$ cat config.mk
export PLATFORM = sky130hd
export DESIGN_NAME = cam_shard_command_router
export DESIGN_NICKNAME = d
export VERILOG_FILES = /design/src/hdl/cscr_pkg.sv /design/src/hdl/cam_shard_command_router.sv
export SDC_FILE = /design/constraint.sdc
export NUM_CORES = 1
export LEC_CHECK = 0
export BUFFER_PORTS_ARGS = -buffer_cell sky130_fd_sc_hd__buf_4
export CORE_UTILIZATION = 30
export CTS_CLUSTER_SIZE = 25
export DETAILED_ROUTE_END_ITERATION = 10
export PLACE_DENSITY = 0.52
export SYNTH_ARGS = -nofsm -noshare
export SYNTH_HDL_FRONTEND = slang
export SYNTH_SLANG_ARGS = --single-unit
$ cat constraint.sdc
create_clock -name clock -period 14.7 [get_ports clock]
set_input_delay 2.94 -clock clock [delete_from_list [all_inputs] [get_ports clock]]
set_output_delay 2.94 -clock clock [all_outputs]
set_load 0.02 [all_outputs]
$ cat src/hdl/cscr_pkg.sv
`default_nettype none
// ----------------------------------------------------------------------------
// cscr_pkg
// Field widths and command codes shared by the shard command router.
// ----------------------------------------------------------------------------
package cscr_pkg;

   // input field widths
   localparam int OPC_W  = 3;
   localparam int KEY_W  = 32;
   localparam int OFF_W  = 11;
   localparam int TID_W  = 32;
   localparam int SLOT_W = 4;
   localparam int BEAT_W = 64;

   // result field widths
   localparam int PAY_W  = 64;
   localparam int MASK_W = 16;

   // command codes; the remaining codes are treated as nop
   typedef enum logic [OPC_W-1:0] {
      OP_NOP    = 3'd0,
      OP_BULK   = 3'd1,
      OP_WRITE  = 3'd2,
      OP_SEARCH = 3'd3,
      OP_ROUTE  = 3'd4
   } opcode_type;

endpackage : cscr_pkg
`default_nettype wire

$ cat src/hdl/cam_shard_command_router.sv
`default_nettype none
// ----------------------------------------------------------------------------
// cam_shard_command_router
// Routes write, search and bulk-load commands to a bank of lookup blocks
// through a route table that maps each block to a table id.
// ----------------------------------------------------------------------------
//  channel   direction  handshake              payload
//  req_      in         req_valid / req_ready  opcode, key, offset, table id,
//                                              route slot, beat data
//  rsp_      out        rsp_valid / rsp_ready  payload, dest_mask, miss, last
//
//  An input register takes one transaction per cycle while req_ready is high;
//  the decode, route table compare and mask build sit between it and a result
//  register. Bulk beats and bulk headers give one result; write one and
//  search one give two results and hold the result register until both
//  are taken. Route entry and nop leave with no result.
//  Reset clears the route table, bulk state and both valid flags at once.
//  A stall on rsp_ready holds the result register, then the input register,
//  then drops req_ready.
// ----------------------------------------------------------------------------
module cam_shard_command_router #(
   parameter int BLOCKS          = 16,
   parameter int BLOCK_ENTRIES   = 128,
   parameter int BEATS_PER_BLOCK = 8
) (
   input  wire logic                        clock,
   input  wire logic                        reset,
   // command input
   input  wire logic                        req_valid,
   output logic                             req_ready,
   input  wire logic [cscr_pkg::OPC_W-1:0]  req_opcode,
   input  wire logic [cscr_pkg::KEY_W-1:0]  req_key_value,
   input  wire logic [cscr_pkg::OFF_W-1:0]  req_entry_offset,
   input  wire logic [cscr_pkg::TID_W-1:0]  req_tbl_tag,
   input  wire logic [cscr_pkg::SLOT_W-1:0] req_route_slot,
   input  wire logic [cscr_pkg::BEAT_W-1:0] req_beat_data,
   // packet output
   output logic                             rsp_valid,
   input  wire logic                        rsp_ready,
   output logic [cscr_pkg::PAY_W-1:0]       rsp_payload,
   output logic [cscr_pkg::MASK_W-1:0]      rsp_dest_mask,
   output logic                             rsp_miss,
   output logic                             rsp_last
);

   import cscr_pkg::*;

   localparam int BLK_W    = $clog2(BLOCKS);
   localparam int SUB_W    = (BEATS_PER_BLOCK > 1) ? $clog2(BEATS_PER_BLOCK) : 1;
   localparam int PAD_W    = (BLOCKS > MASK_W) ? BLOCKS : MASK_W;
   localparam int SUM_W    = OFF_W + 1;
   // offset / BLOCK_ENTRIES by reciprocal, exact for every 11-bit offset
   localparam int ENT_LOG  = $clog2(BLOCK_ENTRIES);
   localparam int DIV_SH   = OFF_W + ENT_LOG;
   localparam int MULT_W   = OFF_W + 2;
   localparam int PROD_W   = OFF_W + MULT_W;
   localparam int DIV_MULT = ((1 << DIV_SH) + BLOCK_ENTRIES - 1) / BLOCK_ENTRIES;
   localparam int BACK_W   = OFF_W + ENT_LOG + 1;

   localparam logic [MULT_W-1:0] DIV_MULT_C = MULT_W'(DIV_MULT);
   localparam logic [BACK_W-1:0] ENTRIES_C  = BACK_W'(BLOCK_ENTRIES);
   localparam logic [PAD_W-1:0]  ALL_PAD    = PAD_W'({BLOCKS{1'b1}});
   localparam logic [SUB_W-1:0]  SUB_LAST   = SUB_W'(BEATS_PER_BLOCK - 1);
   localparam logic [BLK_W-1:0]  BLK_LAST   = BLK_W'(BLOCKS - 1);
   localparam logic [SUM_W-1:0]  BLOCKS_C   = SUM_W'(BLOCKS);

   // input register
   logic                in_valid_ff, in_valid_in;
   logic [OPC_W-1:0]    in_op_ff;
   logic [KEY_W-1:0]    in_key_ff;
   logic [OFF_W-1:0]    in_offset_ff;
   logic [OFF_W-1:0]    in_quot_ff, in_quot_in;
   logic [TID_W-1:0]    in_tid_ff;
   logic [SLOT_W-1:0]   in_slot_ff;
   logic [BEAT_W-1:0]   in_beat_ff;

   // route table and bulk-load state
   logic [TID_W-1:0]    route_ff [BLOCKS];
   logic                bulk_ff, bulk_in;
   logic [BLK_W-1:0]    blk_cnt_ff, blk_cnt_in;
   logic [SUB_W-1:0]    sub_cnt_ff, sub_cnt_in;

   // result register: up to two results left
   logic [1:0]          res_cnt_ff, res_cnt_in;
   logic [PAY_W-1:0]    res_p0_ff, res_p0_in;
   logic [PAY_W-1:0]    res_p1_ff, res_p1_in;
   logic [MASK_W-1:0]   res_mask_ff, res_mask_in;
   logic                res_miss_ff, res_miss_in;

   logic [PROD_W-1:0]   div_prod;
   logic [BACK_W-1:0]   back_prod;
   logic [OFF_W-1:0]    rem;
   logic [BLOCKS-1:0]   hit;
   logic                any_hit;
   logic [BLK_W-1:0]    first_blk;
   logic [SUM_W-1:0]    target;
   logic                wr_ok;
   logic [PAD_W-1:0]    wr_pad, search_pad, beat_pad;
   logic [PAY_W-1:0]    wr_word;
   logic                has_res, res_free, move, rsp_fire;

   // quotient of the offset, taken at the input port
   assign div_prod   = PROD_W'(req_entry_offset) * PROD_W'(DIV_MULT_C);
   assign in_quot_in = OFF_W'(div_prod >> DIV_SH);

   // remainder from the registered quotient
   assign back_prod = BACK_W'(in_quot_ff) * ENTRIES_C;
   assign rem       = in_offset_ff - back_prod[OFF_W-1:0];
   assign wr_word   = {{(PAY_W-KEY_W-OFF_W){1'b0}}, rem, in_key_ff};

   // route table compare and first match
   always_comb begin
      for (int i = 0; i < BLOCKS; i++) begin
         hit[i] = (route_ff[i] == in_tid_ff);
      end
      any_hit   = |hit;
      first_blk = '0;
      for (int i = BLOCKS - 1; i >= 0; i--) begin
         if (hit[i]) begin
            first_blk = BLK_W'(i);
         end
      end
   end

   // destination masks
   assign target     = SUM_W'(first_blk) + SUM_W'(in_quot_ff);
   assign wr_ok      = any_hit && (target < BLOCKS_C);
   assign wr_pad     = wr_ok ? (PAD_W'(1) << target) : '0;
   assign search_pad = PAD_W'(hit);
   assign beat_pad   = PAD_W'(1) << blk_cnt_ff;

   // handshake between the two registers
   always_comb begin
      has_res  = bulk_ff || (in_op_ff inside {OP_BULK, OP_WRITE, OP_SEARCH});
      res_free = (res_cnt_ff == 2'd0) || ((res_cnt_ff == 2'd1) && rsp_ready);
      move     = in_valid_ff && (!has_res || res_free);
      rsp_fire = rsp_valid && rsp_ready;
   end

   assign req_ready   = !in_valid_ff || move;
   assign in_valid_in = (req_valid && req_ready) ? 1'b1 : (move ? 1'b0 : in_valid_ff);

   // result build
   always_comb begin
      res_cnt_in  = rsp_fire ? (res_cnt_ff - 2'd1) : res_cnt_ff;
      res_p0_in   = res_p0_ff;
      res_p1_in   = res_p1_ff;
      res_mask_in = res_mask_ff;
      res_miss_in = res_miss_ff;
      if (move && has_res) begin
         res_p0_in   = '0;
         res_miss_in = 1'b0;
         if (bulk_ff) begin
            res_p1_in   = in_beat_ff;
            res_mask_in = beat_pad[MASK_W-1:0];
            res_cnt_in  = 2'd1;
         end else begin
            case (opcode_type'(in_op_ff))
               OP_BULK: begin
                  res_p1_in   = PAY_W'(OP_BULK);
                  res_mask_in = ALL_PAD[MASK_W-1:0];
                  res_cnt_in  = 2'd1;
               end
               OP_WRITE: begin
                  res_p0_in   = PAY_W'(OP_WRITE);
                  res_p1_in   = wr_word;
                  res_mask_in = wr_pad[MASK_W-1:0];
                  res_miss_in = !wr_ok;
                  res_cnt_in  = 2'd2;
               end
               OP_SEARCH: begin
                  res_p0_in   = PAY_W'(OP_SEARCH);
                  res_p1_in   = PAY_W'(in_key_ff);
                  res_mask_in = search_pad[MASK_W-1:0];
                  res_cnt_in  = 2'd2;
               end
               default: begin
                  res_cnt_in = 2'd0;
               end
            endcase
         end
      end
   end

   // bulk-load beat counters
   always_comb begin
      bulk_in    = bulk_ff;
      blk_cnt_in = blk_cnt_ff;
      sub_cnt_in = sub_cnt_ff;
      if (move) begin
         if (bulk_ff) begin
            if (sub_cnt_ff == SUB_LAST) begin
               sub_cnt_in = '0;
               if (blk_cnt_ff == BLK_LAST) begin
                  bulk_in    = 1'b0;
                  blk_cnt_in = '0;
               end else begin
                  blk_cnt_in = blk_cnt_ff + BLK_W'(1);
               end
            end else begin
               sub_cnt_in = sub_cnt_ff + SUB_W'(1);
            end
         end else if (in_op_ff == OP_BULK) begin
            bulk_in    = 1'b1;
            blk_cnt_in = '0;
            sub_cnt_in = '0;
         end
      end
   end

   // control registers
   always_ff @(posedge clock) begin
      if (reset) begin
         in_valid_ff <= 1'b0;
         bulk_ff     <= 1'b0;
         blk_cnt_ff  <= '0;
         sub_cnt_ff  <= '0;
         res_cnt_ff  <= 2'd0;
      end else begin
         in_valid_ff <= in_valid_in;
         bulk_ff     <= bulk_in;
         blk_cnt_ff  <= blk_cnt_in;
         sub_cnt_ff  <= sub_cnt_in;
         res_cnt_ff  <= res_cnt_in;
      end
   end

   // route table writes
   always_ff @(posedge clock) begin
      if (reset) begin
         for (int i = 0; i < BLOCKS; i++) begin
            route_ff[i] <= '0;
         end
      end else if (move && !bulk_ff && (in_op_ff == OP_ROUTE)) begin
         for (int i = 0; i < BLOCKS; i++) begin
            if (int'(in_slot_ff) == i) begin
               route_ff[i] <= in_tid_ff;
            end
         end
      end
   end

   // payload registers
   always_ff @(posedge clock) begin
      if (req_valid && req_ready) begin
         in_op_ff     <= req_opcode;
         in_key_ff    <= req_key_value;
         in_offset_ff <= req_entry_offset;
         in_quot_ff   <= in_quot_in;
         in_tid_ff    <= req_tbl_tag;
         in_slot_ff   <= req_route_slot;
         in_beat_ff   <= req_beat_data;
      end
      res_p0_ff   <= res_p0_in;
      res_p1_ff   <= res_p1_in;
      res_mask_ff <= res_mask_in;
      res_miss_ff <= res_miss_in;
   end

   // result channel
   assign rsp_valid     = (res_cnt_ff != 2'd0);
   assign rsp_payload   = (res_cnt_ff == 2'd2) ? res_p0_ff : res_p1_ff;
   assign rsp_dest_mask = res_mask_ff;
   assign rsp_miss      = res_miss_ff;
   assign rsp_last      = (res_cnt_ff == 2'd1);

   // a missed write reaches no block
   a_miss_no_mask: assert property (@(posedge clock) disable iff (reset)
      rsp_valid && rsp_miss |-> rsp_dest_mask == '0)
      else $error("miss result with a nonzero destination mask");

   // the second word of a pair follows right after the header
   a_pair_follows: assert property (@(posedge clock) disable iff (reset)
      rsp_valid && rsp_ready && !rsp_last |=> rsp_valid && rsp_last)
      else $error("header taken without its data word behind it");

   // beat counters rest at zero outside a bulk load
   a_bulk_idle: assert property (@(posedge clock) disable iff (reset)
      !bulk_ff |-> (blk_cnt_ff == '0) && (sub_cnt_ff == '0))
      else $error("beat counters moved outside a bulk load");

endmodule : cam_shard_command_router
`default_nettype wire
======== After elaboration in Yosys (flattened, before gate mapping) ========
Memory sizes are Yosys's and may differ from the RTL's.
Cells that the tools add are included.
cells by class
  $add $sub $neg .......................... 5
  $mul .................................... 0
  div/mod/pow operators ................... 0
  $lt $le $gt $ge ......................... 1
  eq/ne operators ......................... 40
  shift-type cells ........................ 2
  mux-type cells .......................... 122
  bitwise gates (word level) .............. 17
  reductions and logical operators ........ 30
operators by type and width
  operator              number
  $eq 32x32->1          16
  $mux 32               16
  $pmux 64 s3           1
  $mux 64               2
  $mux 4                20
  $mux 1                72
  $pmux 16 s3           1
  $eq 4x4->1 const B    9
  $mux 16               2
  $eq 4x3->1 const B    4
  $or 1x1->1            16
  $reduce_or 16->1      1
  $shl 1x4->16 const A  1
  $shl 1x5->16 const A  1
  $sub 11x11->11        1
  $mux 3                3
  $eq 4x2->1 const B    2
  $logic_and 1x1->1     8
  $pmux 2 s2            2
  $reduce_bool 2->1     4
  $eq 3x2->1 const B    2
  $eq 3x3->1 const B    2
  $mux 2                3
  $add 4x4->5           1
  19 further kinds      27
storage, ports and cells
  bits in registers ....................... 306
  latch bits .............................. 0
  bits in writable memories ............... 512
  memory bits (read-only) ................. 0
  input port bits ......................... 150
  output and inout bits ................... 84
  memories kept ........................... 1
memory list
  memory    words  bits a word  rd ports  clocked after memory_dff  write ports  line                            source
  route_ff  16     32           16        0                         16           cam_shard_command_router.sv:78  logic [TID_W-1:0] route_ff [BLOCKS];

======== Logic depth before layout (Yosys ltp) ========
An unclocked memory read counts as a cell.
  word-level depth ........................ 24
  mapped depth ............................ 22

======== Worst setup path after synthesis ========
Ideal clock, no wire load.
  path type ............................... input -> register
  from .................................... input rsp_ready
  to ...................................... register in_beat_ff[0] (enable)
  data arrival time ....................... 10.185 ns
  data required time ...................... 14.000 ns
  slack ................................... 3.815 ns
  stages .................................. 3
  path buffers ............................ 0
  cell sequence ........................... a211o_1 inv_1 a21oi_1
on the way
  longest elaborated chain between the ends .. 6
RTL lines
  item                  line                             source
  from (decl)           cam_shard_command_router.sv:39   input wire logic rsp_ready,
  $logic_and 1x1->1     cam_shard_command_router.sv:135  res_free = (res_cnt_ff == 2'd0) || ((res_cnt_ff == 2'd1) && rsp_ready);
  $logic_or 1x1->1      cam_shard_command_router.sv:135
  $logic_or 1x1->1      cam_shard_command_router.sv:136  move = in_valid_ff && (!has_res || res_free);
  $logic_and 1x1->1     cam_shard_command_router.sv:136
  $logic_or 1x1->1      cam_shard_command_router.sv:140  assign req_ready = !in_valid_ff || move;
  $logic_and 1x1->1     cam_shard_command_router.sv:245  if (req_valid && req_ready) begin
  to (signal assigned)  cam_shard_command_router.sv:252  in_beat_ff <= req_beat_data;
  to (decl)             cam_shard_command_router.sv:75   logic [BEAT_W-1:0] in_beat_ff;
Every way passes these cells.
A chain may end at the register's enable or synchronous reset.

======== Worst setup path after layout ========
  from .................................... input rsp_ready
  to ...................................... output req_ready
on the way
  longest elaborated chain between the ends .. 5
RTL lines
  item               line                             source
  $logic_and 1x1->1  cam_shard_command_router.sv:135
  $logic_or 1x1->1   cam_shard_command_router.sv:135
  $logic_or 1x1->1   cam_shard_command_router.sv:136
  $logic_and 1x1->1  cam_shard_command_router.sv:136
  $logic_or 1x1->1   cam_shard_command_router.sv:140
  to (decl)          cam_shard_command_router.sv:30   output logic req_ready,
Every way passes these cells.

==> impl_metrics.json <==
{
  "max_freq_mhz": 149,
  "grt_pass1_vias": 19700,
  "synth_area_leader_cell": "edfxtp_1",
  "hold_path_class": "register to register",
  "yosysTopAreaCellShare_pct": 67.0,
  "drive_above_1_share_pct": 16.6,
  "die_area_um2": 112000,
  "syn-instance-count": 2350,
  "synth.net_count": 2516,
  "overflow": 0,
  "cts_tree": "built",
  "relSlewSlack_pct": 24.9,
  "clk_path_buf_depth": 3,
  "die_y_um": 335,
  "yosys_warnings": 0,
  "path_clk_slew_ps": 60,
  "grt_max_degree": 90,
  "ys_ff_latch": 752,
  "remaining_drc_errors": 0,
  "status": "finished, final reports clean",
  "synth_area_leaders": "edfxtp_1 67%, xor2_1 10%, nor2_1 4.0%, xnor2_1 3.5%, nor4_1 1.9%",
  "cp-start-kind": "primary input",
  "dp_hpwl_mm": 61.2,
  "core_um2": 109000,
  "synth.avg_cell_area_um2": 14.1,
  "routed_via_density": 4.83,
  "antenna_found_initial": 2,
  "drt_iter0_drc": 1810,
  "crit_required_ps": 11760,
  "pin_count": 234,
  "cp-end-kind": "output pin",
  "start_util_pct": 30.4,
  "rows": 121,
  "layout_common_cells": "741 x edfxtp_1, 386 x xor2_1, 356 x nor2_1, 316 x buf_4, 132 x xnor2_1",
  "period_share_pct": 45.7,
  "ir_worst_vdd_mv": 0.0789,
  "clock_latency_ps": 650,
  "synthArstFlopShare_pct": 0,
  "first_pass_iters": 5,
  "die_x_um": 335,
  "rsz0062_at_grt": "no",
  "wl_mm": 101,
  "grt_pass1_wl_mm": 142,
  "hold_ws_ps": 512,
  "cts_made_buffers": 79,
  "synth-edff-count": 741,
  "r2r_start": "in_tid_ff[21]$_DFFE_PP_",
  "layout_commonest_cell": "edfxtp_1",
  "synth_area_um2": 33200,
  "fin_tns_setup_ps": 0,
  "crit_type": "primary input to output pin",
  "setup_viol": 0,
  "hold_viol": 0,
  "area_growth_pct": 16.8,
  "grt_usage_pct": 17.6,
  "crit_path_start": "rsp_ready",
  "synth_cell_types": 56,
  "hp-start": "sub_cnt_ff[2]$_SDFFE_PP0P_",
  "cp_cell_sequence": "buf_4 -> a211o_1 -> inv_1 -> nand2_1 -> buf_4",
  "ctsHtreeMaxLevel": 3,
  "max_stage_delay_ps": 310,
  "holdBufCountCts": 0,
  "cap_violations": 0,
  "ant_nets": 0,
  "avgRoutedWirePerCell_um": 24.4,
  "clockRootBuffer": "clkbuf_16",
  "slowest_stage": "a211o_1",
  "clkSinkCount": 752,
  "crit_fanout": 3,
  "power.leakage_nw": 14.1,
  "period_minus_slack_ps": 6710,
  "power_mw": 4.96,
  "worst_clock_skew_ps": 36.7,
  "power-per-cell-area_nw_per_um2": 128,
  "num_vias": 20000,
  "gp_congestion": 0.826,
  "report.final.slew_viol_count": 0,
  "post-cts-setup-buffers": 0,
  "worstMarginPinSlew_ps": 1130,
  "post_cts_resized": 0,
  "cp_data_arrival_time_ps": 3770,
  "port_buffers": 233,
  "yosysSeqAreaShare_pct": 67.7,
  "cpMostUsedCell": "buf_4",
  "synthFlopType": "edfxtp_1",
  "layout.nets": 2756
}
==> final cells by class <==
| class | count | area [um^2] |
|---|---|---|
| multi-input cells | 1389 | 9360 |
| clock inverters | 43 | 395 |
| repair buffers | 316 | 2370 |
| fillers | 10600 | 70600 |
| flip-flops and latches | 752 | 22500 |
| inverters | 52 | 195 |
| clock buffers | 103 | 2110 |
| well taps | 1476 | 1850 |
| diodes | 1 | 2.50 |
==> critical path, delay by kind of cell <==
family	cells	cell delay [ps]
buffers and inverters	3	430
and+or+nand+nor	1	90
AOI/OAI and AO/OA	1	310
==> logic make-up after synthesis <==
logic type      count (synthesis)  share of synthesized area [%]
fa+ha+maj                      16                          0.626
mux                             2                         0.0679
flops                         752                           67.7
compound gates                129                           2.87
buf+inv                       209                           4.17
simple gates                  724                           10.9
xor+xnor                      518                           13.7
==> state kept, by name (all words and copies together), names as in the netlist, 11 cells and up <==
register,cells
route_ff,512
in_beat_ff,64
res_p1_ff,64
in_key_ff,32
in_tid_ff,32
rsp_dest_mask,16
in_offset_ff,11
==> through the flow <==
step	instances	setup WS, ps	utilization (%)	instance area, um^2
global route	4132	7950	35.5	38800
CTS	4131	7990	35.5	38800
floorplan	2350	3820	-	33200
finish	4132	7990	35.5	38800
detailed placement	3985	8000	33.2	36300
global placement	3985	7940	33.2	36300
==> synthesized netlist by cell type (2+ instances only) <==
master,count
edfxtp_1,741
xor2_1,386
nor2_1,357
xnor2_1,132
nor4_1,103
clkbuf_1,92
nor2b_1,65
nand4_1,61
inv_1,51
buf_6,42
nand2b_1,42
a22o_1,38
a21oi_1,28
and2_1,27
nand2_1,27
a21boi_0,16
ha_1,15
buf_8,13
dfxtp_1,11
o22ai_1,10
or4_1,10
buf_12,8
nor3_1,7
o32ai_1,7
or3_1,7
a21o_1,4
o21ai_0,4
a31o_2,3
a31oi_1,3
nand3_1,3
nor2_2,3
a211o_1,2
a32oi_1,2
buf_4,2
mux2_2,2
nor3b_1,2
nor4_2,2
o21a_1,2
o21bai_1,2
or2_2,2
==> per-layer routing <==
layer  GRT usage [%]  vias up  part of all wire [%]
met4            4.37        0                   2.3
met5               0        -                     0
li1                -     8781                     -
met3            3.17      133                   6.6
met1            23.3    10300                    43
met2            29.5      765                    48
==> path summary, 6_finish.rpt <==
path,endpoint,slack [ps],cells after the start
worst max-delay path,req_ready,7990,5
worst min-delay path,sub_cnt_ff[2]$_SDFFE_PP0P_,510,2
worst max register to register,rsp_dest_mask[8]$_DFFE_PP_,9470,16
worst min register to register,sub_cnt_ff[2]$_SDFFE_PP0P_,510,2
==> power breakdown <==
part / leakage [nW] / internal [mW] / switching (mW) / total, mW
Sequential: 7.51 / 2.47 / 0.0421 / 2.51
Combinational: 5.36 / 0.157 / 0.309 / 0.466
Clock: 1.22 / 1.12 / 0.857 / 1.98
Total: 14.1 / 3.75 / 1.21 / 4.96
(Power assumes the default switching activity.)
